--- src/pl_pkg.sv ---
package pl_pkg;

  localparam int unsigned DEPTH_DEF     = 16;
  localparam int unsigned WORD_BITS_DEF = 32;

  localparam logic [1:0] ACT_INSERT = 2'd0;
  localparam logic [1:0] ACT_READ   = 2'd1;
  localparam logic [1:0] ACT_REMOVE = 2'd2;

  localparam logic [1:0] ST_OK    = 2'd0;
  localparam logic [1:0] ST_RANGE = 2'd1;
  localparam logic [1:0] ST_FULL  = 2'd2;
  localparam logic [1:0] ST_NULL  = 2'd3;

  typedef struct packed {
    logic [1:0]  action;
    logic [4:0]  position;
    logic [31:0] word_in;
  } req_t;

  typedef struct packed {
    logic [1:0]  status;
    logic [31:0] word_out;
    logic [4:0]  entries;
  } rsp_t;

  typedef struct packed {
    logic we;
    logic re;
  } mem_ctl_t;

endpackage

--- src/pl_ram.sv ---
module pl_ram #(
  parameter int unsigned DEPTH     = pl_pkg::DEPTH_DEF,
  parameter int unsigned WORD_BITS = pl_pkg::WORD_BITS_DEF,
  localparam int unsigned IDX_W    = (DEPTH > 1) ? $clog2(DEPTH) : 1
) (
  input  logic                 clk_i,
  input  pl_pkg::mem_ctl_t     ctl_i,
  input  logic [IDX_W-1:0]     waddr_i,
  input  logic [WORD_BITS-1:0] wdata_i,
  input  logic [IDX_W-1:0]     raddr_i,
  output logic [WORD_BITS-1:0] rdata_o
);

  logic [WORD_BITS-1:0] mem [DEPTH];

  always_ff @(posedge clk_i) begin
    if (ctl_i.we) begin
      mem[waddr_i] <= wdata_i;
    end
  end

  always_ff @(posedge clk_i) begin
    if (ctl_i.re) begin
      rdata_o <= mem[raddr_i];
    end
  end

endmodule

--- src/pl_seq.sv ---
module pl_seq #(
  parameter int unsigned DEPTH     = pl_pkg::DEPTH_DEF,
  parameter int unsigned WORD_BITS = pl_pkg::WORD_BITS_DEF,
  localparam int unsigned IDX_W    = (DEPTH > 1) ? $clog2(DEPTH) : 1,
  localparam int unsigned CNT_W    = $clog2(DEPTH + 1),
  localparam int unsigned CMP_W    = (CNT_W > 5) ? CNT_W : 5
) (
  input  logic                 clk_i,
  input  logic                 rst_ni,
  input  logic                 req_valid_i,
  output logic                 req_ready_o,
  input  pl_pkg::req_t         req_i,
  output logic                 res_valid_o,
  input  logic                 res_ready_i,
  output pl_pkg::rsp_t         res_o,
  output pl_pkg::mem_ctl_t     mem_ctl_o,
  output logic [IDX_W-1:0]     mem_waddr_o,
  output logic [WORD_BITS-1:0] mem_wdata_o,
  output logic [IDX_W-1:0]     mem_raddr_o,
  input  logic [WORD_BITS-1:0] mem_rdata_i
);

  localparam logic [2:0] S_IDLE     = 3'd0;
  localparam logic [2:0] S_RD_WAIT  = 3'd1;
  localparam logic [2:0] S_INS_MOVE = 3'd2;
  localparam logic [2:0] S_INS_LAST = 3'd3;
  localparam logic [2:0] S_REM_HEAD = 3'd4;
  localparam logic [2:0] S_REM_MOVE = 3'd5;
  localparam logic [2:0] S_DONE     = 3'd6;

  logic [2:0]           state_q, state_d;
  logic [CNT_W-1:0]     cnt_q, cnt_d;
  logic [IDX_W-1:0]     idx_q, idx_d;
  logic [4:0]           pos_q, pos_d;
  logic [WORD_BITS-1:0] word_q, word_d;
  logic [1:0]           status_q, status_d;
  logic [WORD_BITS-1:0] res_word_q, res_word_d;

  logic [CMP_W-1:0]     pos_ext, cnt_ext;
  logic [WORD_BITS-1:0] word_in_w;
  logic                 more_left;

  assign pos_ext   = CMP_W'(req_i.position);
  assign cnt_ext   = CMP_W'(cnt_q);
  assign word_in_w = WORD_BITS'(req_i.word_in);
  assign more_left = (CNT_W'(idx_q) + CNT_W'(1)) < cnt_q;

  assign req_ready_o    = (state_q == S_IDLE);
  assign res_valid_o    = (state_q == S_DONE);
  assign res_o.status   = status_q;
  assign res_o.word_out = 32'(res_word_q);
  assign res_o.entries  = 5'(cnt_q);

  always_comb begin
    state_d     = state_q;
    cnt_d       = cnt_q;
    idx_d       = idx_q;
    pos_d       = pos_q;
    word_d      = word_q;
    status_d    = status_q;
    res_word_d  = res_word_q;
    mem_ctl_o   = '0;
    mem_waddr_o = '0;
    mem_wdata_o = mem_rdata_i;
    mem_raddr_o = '0;

    case (state_q)
      S_IDLE: begin
        if (req_valid_i) begin
          pos_d      = req_i.position;
          word_d     = word_in_w;
          status_d   = pl_pkg::ST_OK;
          res_word_d = '0;
          state_d    = S_DONE;
          case (req_i.action)
            pl_pkg::ACT_INSERT: begin
              if (pos_ext > cnt_ext) begin
                status_d = pl_pkg::ST_RANGE;
              end else if (cnt_q == CNT_W'(DEPTH)) begin
                status_d = pl_pkg::ST_FULL;
              end else if (word_in_w == '0) begin
                status_d = pl_pkg::ST_NULL;
              end else if (pos_ext == cnt_ext) begin
                state_d = S_INS_LAST;
              end else begin
                // start from the tail: fetch the last entry
                mem_ctl_o.re = 1'b1;
                mem_raddr_o  = IDX_W'(cnt_q - CNT_W'(1));
                idx_d        = IDX_W'(cnt_q - CNT_W'(1));
                state_d      = S_INS_MOVE;
              end
            end
            pl_pkg::ACT_READ: begin
              if (pos_ext >= cnt_ext) begin
                status_d = pl_pkg::ST_RANGE;
              end else begin
                mem_ctl_o.re = 1'b1;
                mem_raddr_o  = IDX_W'(req_i.position);
                state_d      = S_RD_WAIT;
              end
            end
            pl_pkg::ACT_REMOVE: begin
              if (pos_ext >= cnt_ext) begin
                status_d = pl_pkg::ST_RANGE;
              end else begin
                mem_ctl_o.re = 1'b1;
                mem_raddr_o  = IDX_W'(req_i.position);
                idx_d        = IDX_W'(req_i.position);
                state_d      = S_REM_HEAD;
              end
            end
            default: begin
              status_d = pl_pkg::ST_OK;
            end
          endcase
        end
      end
      S_RD_WAIT: begin
        res_word_d = mem_rdata_i;
        state_d    = S_DONE;
      end
      S_INS_MOVE: begin
        // write fetched entry one place toward the tail
        mem_ctl_o.we = 1'b1;
        mem_waddr_o  = IDX_W'(idx_q + IDX_W'(1));
        if (idx_q == IDX_W'(pos_q)) begin
          state_d = S_INS_LAST;
        end else begin
          mem_ctl_o.re = 1'b1;
          mem_raddr_o  = IDX_W'(idx_q - IDX_W'(1));
          idx_d        = IDX_W'(idx_q - IDX_W'(1));
        end
      end
      S_INS_LAST: begin
        mem_ctl_o.we = 1'b1;
        mem_waddr_o  = IDX_W'(pos_q);
        mem_wdata_o  = word_q;
        cnt_d        = CNT_W'(cnt_q + CNT_W'(1));
        state_d      = S_DONE;
      end
      S_REM_HEAD, S_REM_MOVE: begin
        if (state_q == S_REM_HEAD) begin
          res_word_d = mem_rdata_i;
        end else begin
          // close the gap: write fetched entry one place toward the head
          mem_ctl_o.we = 1'b1;
          mem_waddr_o  = IDX_W'(idx_q - IDX_W'(1));
        end
        if (more_left) begin
          mem_ctl_o.re = 1'b1;
          mem_raddr_o  = IDX_W'(idx_q + IDX_W'(1));
          idx_d        = IDX_W'(idx_q + IDX_W'(1));
          state_d      = S_REM_MOVE;
        end else begin
          cnt_d   = CNT_W'(cnt_q - CNT_W'(1));
          state_d = S_DONE;
        end
      end
      S_DONE: begin
        if (res_ready_i) begin
          state_d = S_IDLE;
        end
      end
      default: begin
        state_d = S_IDLE;
      end
    endcase
  end

  always_ff @(posedge clk_i or negedge rst_ni) begin
    if (!rst_ni) begin
      state_q <= S_IDLE;
      cnt_q   <= '0;
    end else begin
      state_q <= state_d;
      cnt_q   <= cnt_d;
    end
  end

  always_ff @(posedge clk_i) begin
    idx_q      <= idx_d;
    pos_q      <= pos_d;
    word_q     <= word_d;
    status_q   <= status_d;
    res_word_q <= res_word_d;
  end

endmodule

--- src/positional_list.sv ---
// Channel  Direction  Signals                             Struct
// -------  ---------  ----------------------------------  -------------
// in       input      in_valid_i, in_ready_o, in_i        pl_pkg::req_t
// out      output     out_valid_o, out_ready_i, out_o     pl_pkg::rsp_t
//
// One request at a time. An insert shifts the entries from position p up to the
// tail, a remove shifts those behind p toward the head; the single write port
// of the slot RAM moves one entry per cycle. Reset clears the entry count, the
// control state and the output valid; slot contents stay undefined until
// written. A stalled output holds its result while the next request is
// already transferred in and worked on.
module positional_list #(
  parameter int unsigned DEPTH     = pl_pkg::DEPTH_DEF,
  parameter int unsigned WORD_BITS = pl_pkg::WORD_BITS_DEF
) (
  input  logic         clk_i,
  input  logic         rst_ni,
  input  logic         in_valid_i,
  output logic         in_ready_o,
  input  pl_pkg::req_t in_i,
  output logic         out_valid_o,
  input  logic         out_ready_i,
  output pl_pkg::rsp_t out_o
);

  localparam int unsigned IDX_W = (DEPTH > 1) ? $clog2(DEPTH) : 1;

  pl_pkg::mem_ctl_t     mem_ctl;
  logic [IDX_W-1:0]     mem_waddr;
  logic [IDX_W-1:0]     mem_raddr;
  logic [WORD_BITS-1:0] mem_wdata;
  logic [WORD_BITS-1:0] mem_rdata;

  logic         res_valid;
  logic         res_ready;
  pl_pkg::rsp_t res;

  logic         out_valid_q;
  pl_pkg::rsp_t out_q;

  // Slot store: the list itself, head in entry 0
  pl_ram #(
    .DEPTH    (DEPTH),
    .WORD_BITS(WORD_BITS)
  ) u_ram (
    .clk_i  (clk_i),
    .ctl_i  (mem_ctl),
    .waddr_i(mem_waddr),
    .wdata_i(mem_wdata),
    .raddr_i(mem_raddr),
    .rdata_o(mem_rdata)
  );

  // Sequencer: checks each request, then for an insert or remove shifts entries
  // through the RAM one per cycle, and counts them
  pl_seq #(
    .DEPTH    (DEPTH),
    .WORD_BITS(WORD_BITS)
  ) u_seq (
    .clk_i      (clk_i),
    .rst_ni     (rst_ni),
    .req_valid_i(in_valid_i),
    .req_ready_o(in_ready_o),
    .req_i      (in_i),
    .res_valid_o(res_valid),
    .res_ready_i(res_ready),
    .res_o      (res),
    .mem_ctl_o  (mem_ctl),
    .mem_waddr_o(mem_waddr),
    .mem_wdata_o(mem_wdata),
    .mem_raddr_o(mem_raddr),
    .mem_rdata_i(mem_rdata)
  );

  // Output register: take a new result when empty or being drained
  assign res_ready = !out_valid_q || out_ready_i;

  always_ff @(posedge clk_i or negedge rst_ni) begin
    if (!rst_ni) begin
      out_valid_q <= 1'b0;
    end else if (res_ready) begin
      out_valid_q <= res_valid;
    end
  end

  always_ff @(posedge clk_i) begin
    if (res_ready && res_valid) begin
      out_q <= res;
    end
  end

  assign out_valid_o = out_valid_q;
  assign out_o       = out_q;

  // A rejected request never returns data
  a_err_word_zero: assert property (@(posedge clk_i) disable iff (!rst_ni)
    out_valid_o && (out_o.status != pl_pkg::ST_OK) |-> out_o.word_out == '0)
    else $error("non-zero word on a rejected request");

  // Full is reported only with a full list
  a_full_count: assert property (@(posedge clk_i) disable iff (!rst_ni)
    out_valid_o && (out_o.status == pl_pkg::ST_FULL) |-> out_o.entries == 5'(DEPTH))
    else $error("full status with list not full");

  // Sequencer never offers a result while ready for a new request
  a_idle_no_result: assert property (@(posedge clk_i) disable iff (!rst_ni)
    in_ready_o |-> !res_valid)
    else $error("result pending while idle");

  // The sequencer is never ready straight after taking a request
  a_no_same_cycle: assert property (@(posedge clk_i) disable iff (!rst_ni)
    in_valid_i && in_ready_o |=> !in_ready_o)
    else $error("sequencer ready straight after a transfer");

endmodule
--- config.mk ---
export PLATFORM = sky130hd
export DESIGN_NAME = positional_list
export DESIGN_NICKNAME = d
export VERILOG_FILES = /design/src/pl_pkg.sv /design/src/pl_ram.sv /design/src/pl_seq.sv /design/src/positional_list.sv
export SDC_FILE = /design/constraint.sdc
export NUM_CORES = 1
export LEC_CHECK = 0
export BUFFER_PORTS_ARGS = -buffer_cell sky130_fd_sc_hd__buf_2
export CAP_MARGIN = 20
export CORE_MARGIN = 5
export CORE_UTILIZATION = 50
export DETAILED_ROUTE_END_ITERATION = 16
export PLACE_DENSITY_LB_ADDON = 0.25
export SLEW_MARGIN = 5
export SYNTH_ARGS = -nofsm -noshare
export SYNTH_HDL_FRONTEND = slang
export SYNTH_HIERARCHICAL = 1
export SYNTH_SLANG_ARGS = --single-unit
--- constraint.sdc ---
create_clock -name clk_i -period 5.56 [get_ports clk_i]
set_input_delay 1.668 -clock clk_i [delete_from_list [all_inputs] [get_ports clk_i]]
set_output_delay 1.668 -clock clk_i [all_outputs]
set_load 0.03 [all_outputs]
==> flow_summary.ini <==
[outcome]
status = complete, no violations

[layout]
design_area_mm2 = 0.02948
nFillCells = 3761
nets = 1504
fin_cells = 2172
area_delta_synth_final_pct = 14.42
drive_gt1_share_pct = 25.42

[detailed_routing]
vias = 13070
via_per_inst = 6.017
drt_wl_total_um = 58940
ant_nets = 0
drc_errors = 0
wl_per_cell_um = 27.14
drt_iter0_markers = 1280
dr.pass1.iters = 5

[sta]
period_needed_ns = 4.423
tightest_slew_ns = 1.060
period_share_pct = 79.55
fin_hold_ws_ns = 0.4172
fmaxAchievable_mhz = 226.1
finalSetupViolCount = 0
tns_ns = 0
rsz0062_at_grt = no
hold_violations = 0
skew_ns = 0.02500
maxSlewViolCount = 0
max-slew-margin-rel_pct = 29.18

[run]
cap_violations = 0

[pwr]
clockPowerShare_pct = 21.3
intPower_w = 0.01307
leakagePower_nw = 9.699
p_comb_share_pct = 38.9
peakVddDrop_uv = 577.6
p_seq_share_pct = 39.8
p_per_area_mw_per_mm2 = 673.0
switchingPower_w = 0.006766
p_sw_share_pct = 34.10

[logic_synthesis]
async_flop_share_pct = 1.351
synth-edff-count = 657
synth_cell_type_count = 57
synth_cells = 1304
yosysSeqAreaShare_pct = 77.46
yosysWarnings = 6
synthesis.nets = 1365
ys_ff_latch = 666
post_synth.cell_area_avg_um2 = 19.76
synth_area_mm2 = 0.02576
synthFlopType = edfxtp_1

[grt]
grt_pass1_vias = 13270
grt_max_degree = 58
grt_pass1_wl_um = 86700
gr-total-overflow = 0
antenna_found_initial = 0
track_usage_pct = 21.00

[cts]
clock-sinks = 666
cts_hold_buf = 0
h-tree-depth = 3
clk_path_buf_depth = 3
numCtsBuffers = 68
cts.clk_slew.worst_paths_ns = 0.06
root_buffer = clkbuf_16
ctsResizeCount = 0
postCtsSetupBuffers = 0
clk_latency_ns = 0.59
cts_tree = yes

[worst_setup_path]
end_kind = flip-flop
cp_data_arrival_time_ns = 4.74
worstPathMaxFanout = 57
path_cells = buf_2 -> nor4_1 -> nand4_1 -> o21ai_0 -> buf_4 -> nand2b_1 -> buf_4 -> o221ai_4 -> buf_12 -> buf_12 -> mux4_2 -> a22oi_1 -> nand2_1
worst_setup_path_start_kind = input pin
cpMaxStageDelayCell = nor4_1
critPathBufInv = 5
crit_path_max_incr_delay_ns = 0.57
path_class = in2reg
worstPathRequired_ns = 5.88
critPathTopFamily = simple AND/OR/NAND/NOR gates

[hold_path]
min_path_type = reg2reg

[placement]
dp.cells = 2052
numPortBuffers = 83
placed_cell_area_mm2 = 0.02741
gp_congestion = 0.8385
dpl.hpwl_um = 30930

[die]
ioPinCount = 84
fp.dieH_um = 237.0
num_rows = 83
initial_core_util_pct = 50.32
coreArea_mm2 = 0.05120
die_w_um = 237.0
die_area_mm2 = 0.05616
power by group through the flow:
| stage | Combinational (W) | Sequential, W | Clock, W |
|---|---|---|---|
| floorplan | 0.00522 | 0.00799 | 0 |
| global placement | 0.00761 | 0.00797 | 0 |
| detailed placement | 0.00776 | 0.00801 | 0 |
| CTS | 0.00778 | 0.00791 | 0.00432 |
| global route | 0.00831 | 0.00799 | 0.00454 |
| finish | 0.00771 | 0.00790 | 0.00423 |
registers in the layout (all words and copies together), names as in the netlist:
register          flops
out_o                39
u_seq/pos_q           4
u_seq/cnt_ext         5
u_ram/mem           512
u_seq/res_word_q     32
u_seq/status_q        2
u_ram/rdata_o        32
u_seq/idx_q           4
u_seq/word_q         32
out_valid_o           1
u_seq/state_q         3
synthesized netlist by cell type (2+ instances only):
cell type	number	area (µm²)
a21o_1	3	22.52
buf_4	9	67.56
and2_4	2	17.52
a22oi_1	66	495.5
xnor2_1	12	105.1
mux4_2	128	2883
ha_1	18	225.2
nand3_1	8	40.04
nor4_1	9	56.30
o22ai_1	3	18.77
a31oi_1	2	12.51
nor3_1	9	45.04
o211ai_1	3	22.52
and2_1	34	212.7
mux2i_1	3	30.03
nand4_1	2	12.51
a211o_1	2	17.52
nor2_1	25	93.84
clkbuf_1	25	93.84
or2_2	2	12.51
nand3b_1	2	15.01
o221ai_1	4	35.03
o21ai_0	13	65.06
buf_1	10	37.54
inv_1	18	67.56
and3_1	5	31.28
buf_2	16	80.08
edfxtp_1	657	19730
nor2b_1	6	37.54
a21oi_1	16	80.08
a211oi_1	3	22.52
a221o_1	3	30.03
nand2_1	144	540.5
dfrtp_1	9	225.2
nand2b_1	9	56.30
a22o_1	3	26.28
routing by layer:
metal	GRT usage [%]	part of all wire (%)	vias to the layer above
met5	0	0	-
met2	33.56	48	532
met4	6.035	2.3	0
li1	-	-	5569
met1	30.19	42	6875
met3	3.797	7.6	94
layout by cell type (no fill, tap or decap), drive strengths merged, types with 2 or more instances in the layout:
master	instances
a221o	3
nor4	9
nor3	10
bufinv	2
and3	5
xnor2	12
or3b	2
mux2i	3
or2	2
buf	129
o211ai	3
nand2	144
o21ai	14
and2	36
a211oi	3
a22oi	66
nand4	2
o22ai	3
a21oi	16
nand2b	10
dfrtp	9
a211o	2
o221ai	4
ha	18
inv	19
mux4	128
nor2b	7
nand3	8
nand3b	2
edfxtp	657
clkinvlp	3
a22o	3
nor2	25
a31oi	2
clkinv	26
a21o	3
clkbuf	86
final cells by class:
cell class                      instances  area, µm²  area share, %
Clock inverter                         32      201.4         0.6834
Sequential cell                       666      19950          67.69
Clock buffer                           86       1843          6.252
Inverter                               18      67.56         0.2292
Tap cell                              680      850.8          2.886
Timing Repair Buffer                  129      898.4          3.048
Antenna cell                            1      2.502       0.008489
Multi-Input combinational cell        560       5659          19.20
through the flow:
| stage | worst slack (ns) | utilization, % | power [W] |
|---|---|---|---|
| after floorplan | 0.9334 | - | 0.01321 |
| after global placement | 0.5756 | 53.54 | 0.01559 |
| after detailed placement | 0.5274 | 53.54 | 0.01577 |
| after CTS | 1.161 | 57.53 | 0.02001 |
| after global routing | 0.9818 | 57.57 | 0.02084 |
| final | 1.137 | 57.57 | 0.01984 |
cell families after synthesis:
family,after synthesis,share of synthesized area (%)
fa+ha+maj,18,0.8742
flops,666,77.46
simple gates,268,4.978
buf+inv,78,1.345
xor+xnor,13,0.4420
mux,131,11.31
compound gates,130,3.599
final timing paths:
path                                      start                 to  slack [ns]  cells past startpoint
max                                     in_i[5]  u_ram/rdata_o[18]        1.14                     13
min                        u_seq/res_word_q[22]          out_o[27]        0.42                      0
max reg2reg                      u_seq/idx_q[0]  u_ram/rdata_o[18]        1.31                     12
min reg2reg                u_seq/res_word_q[22]          out_o[27]        0.42                      0
max in group asynchronous                rst_ni   u_seq/cnt_ext[4]        4.46                      1
min in group asynchronous                rst_ni   u_seq/cnt_ext[1]        0.92                      1
Note: power is estimated with default switching activity, not from simulation.
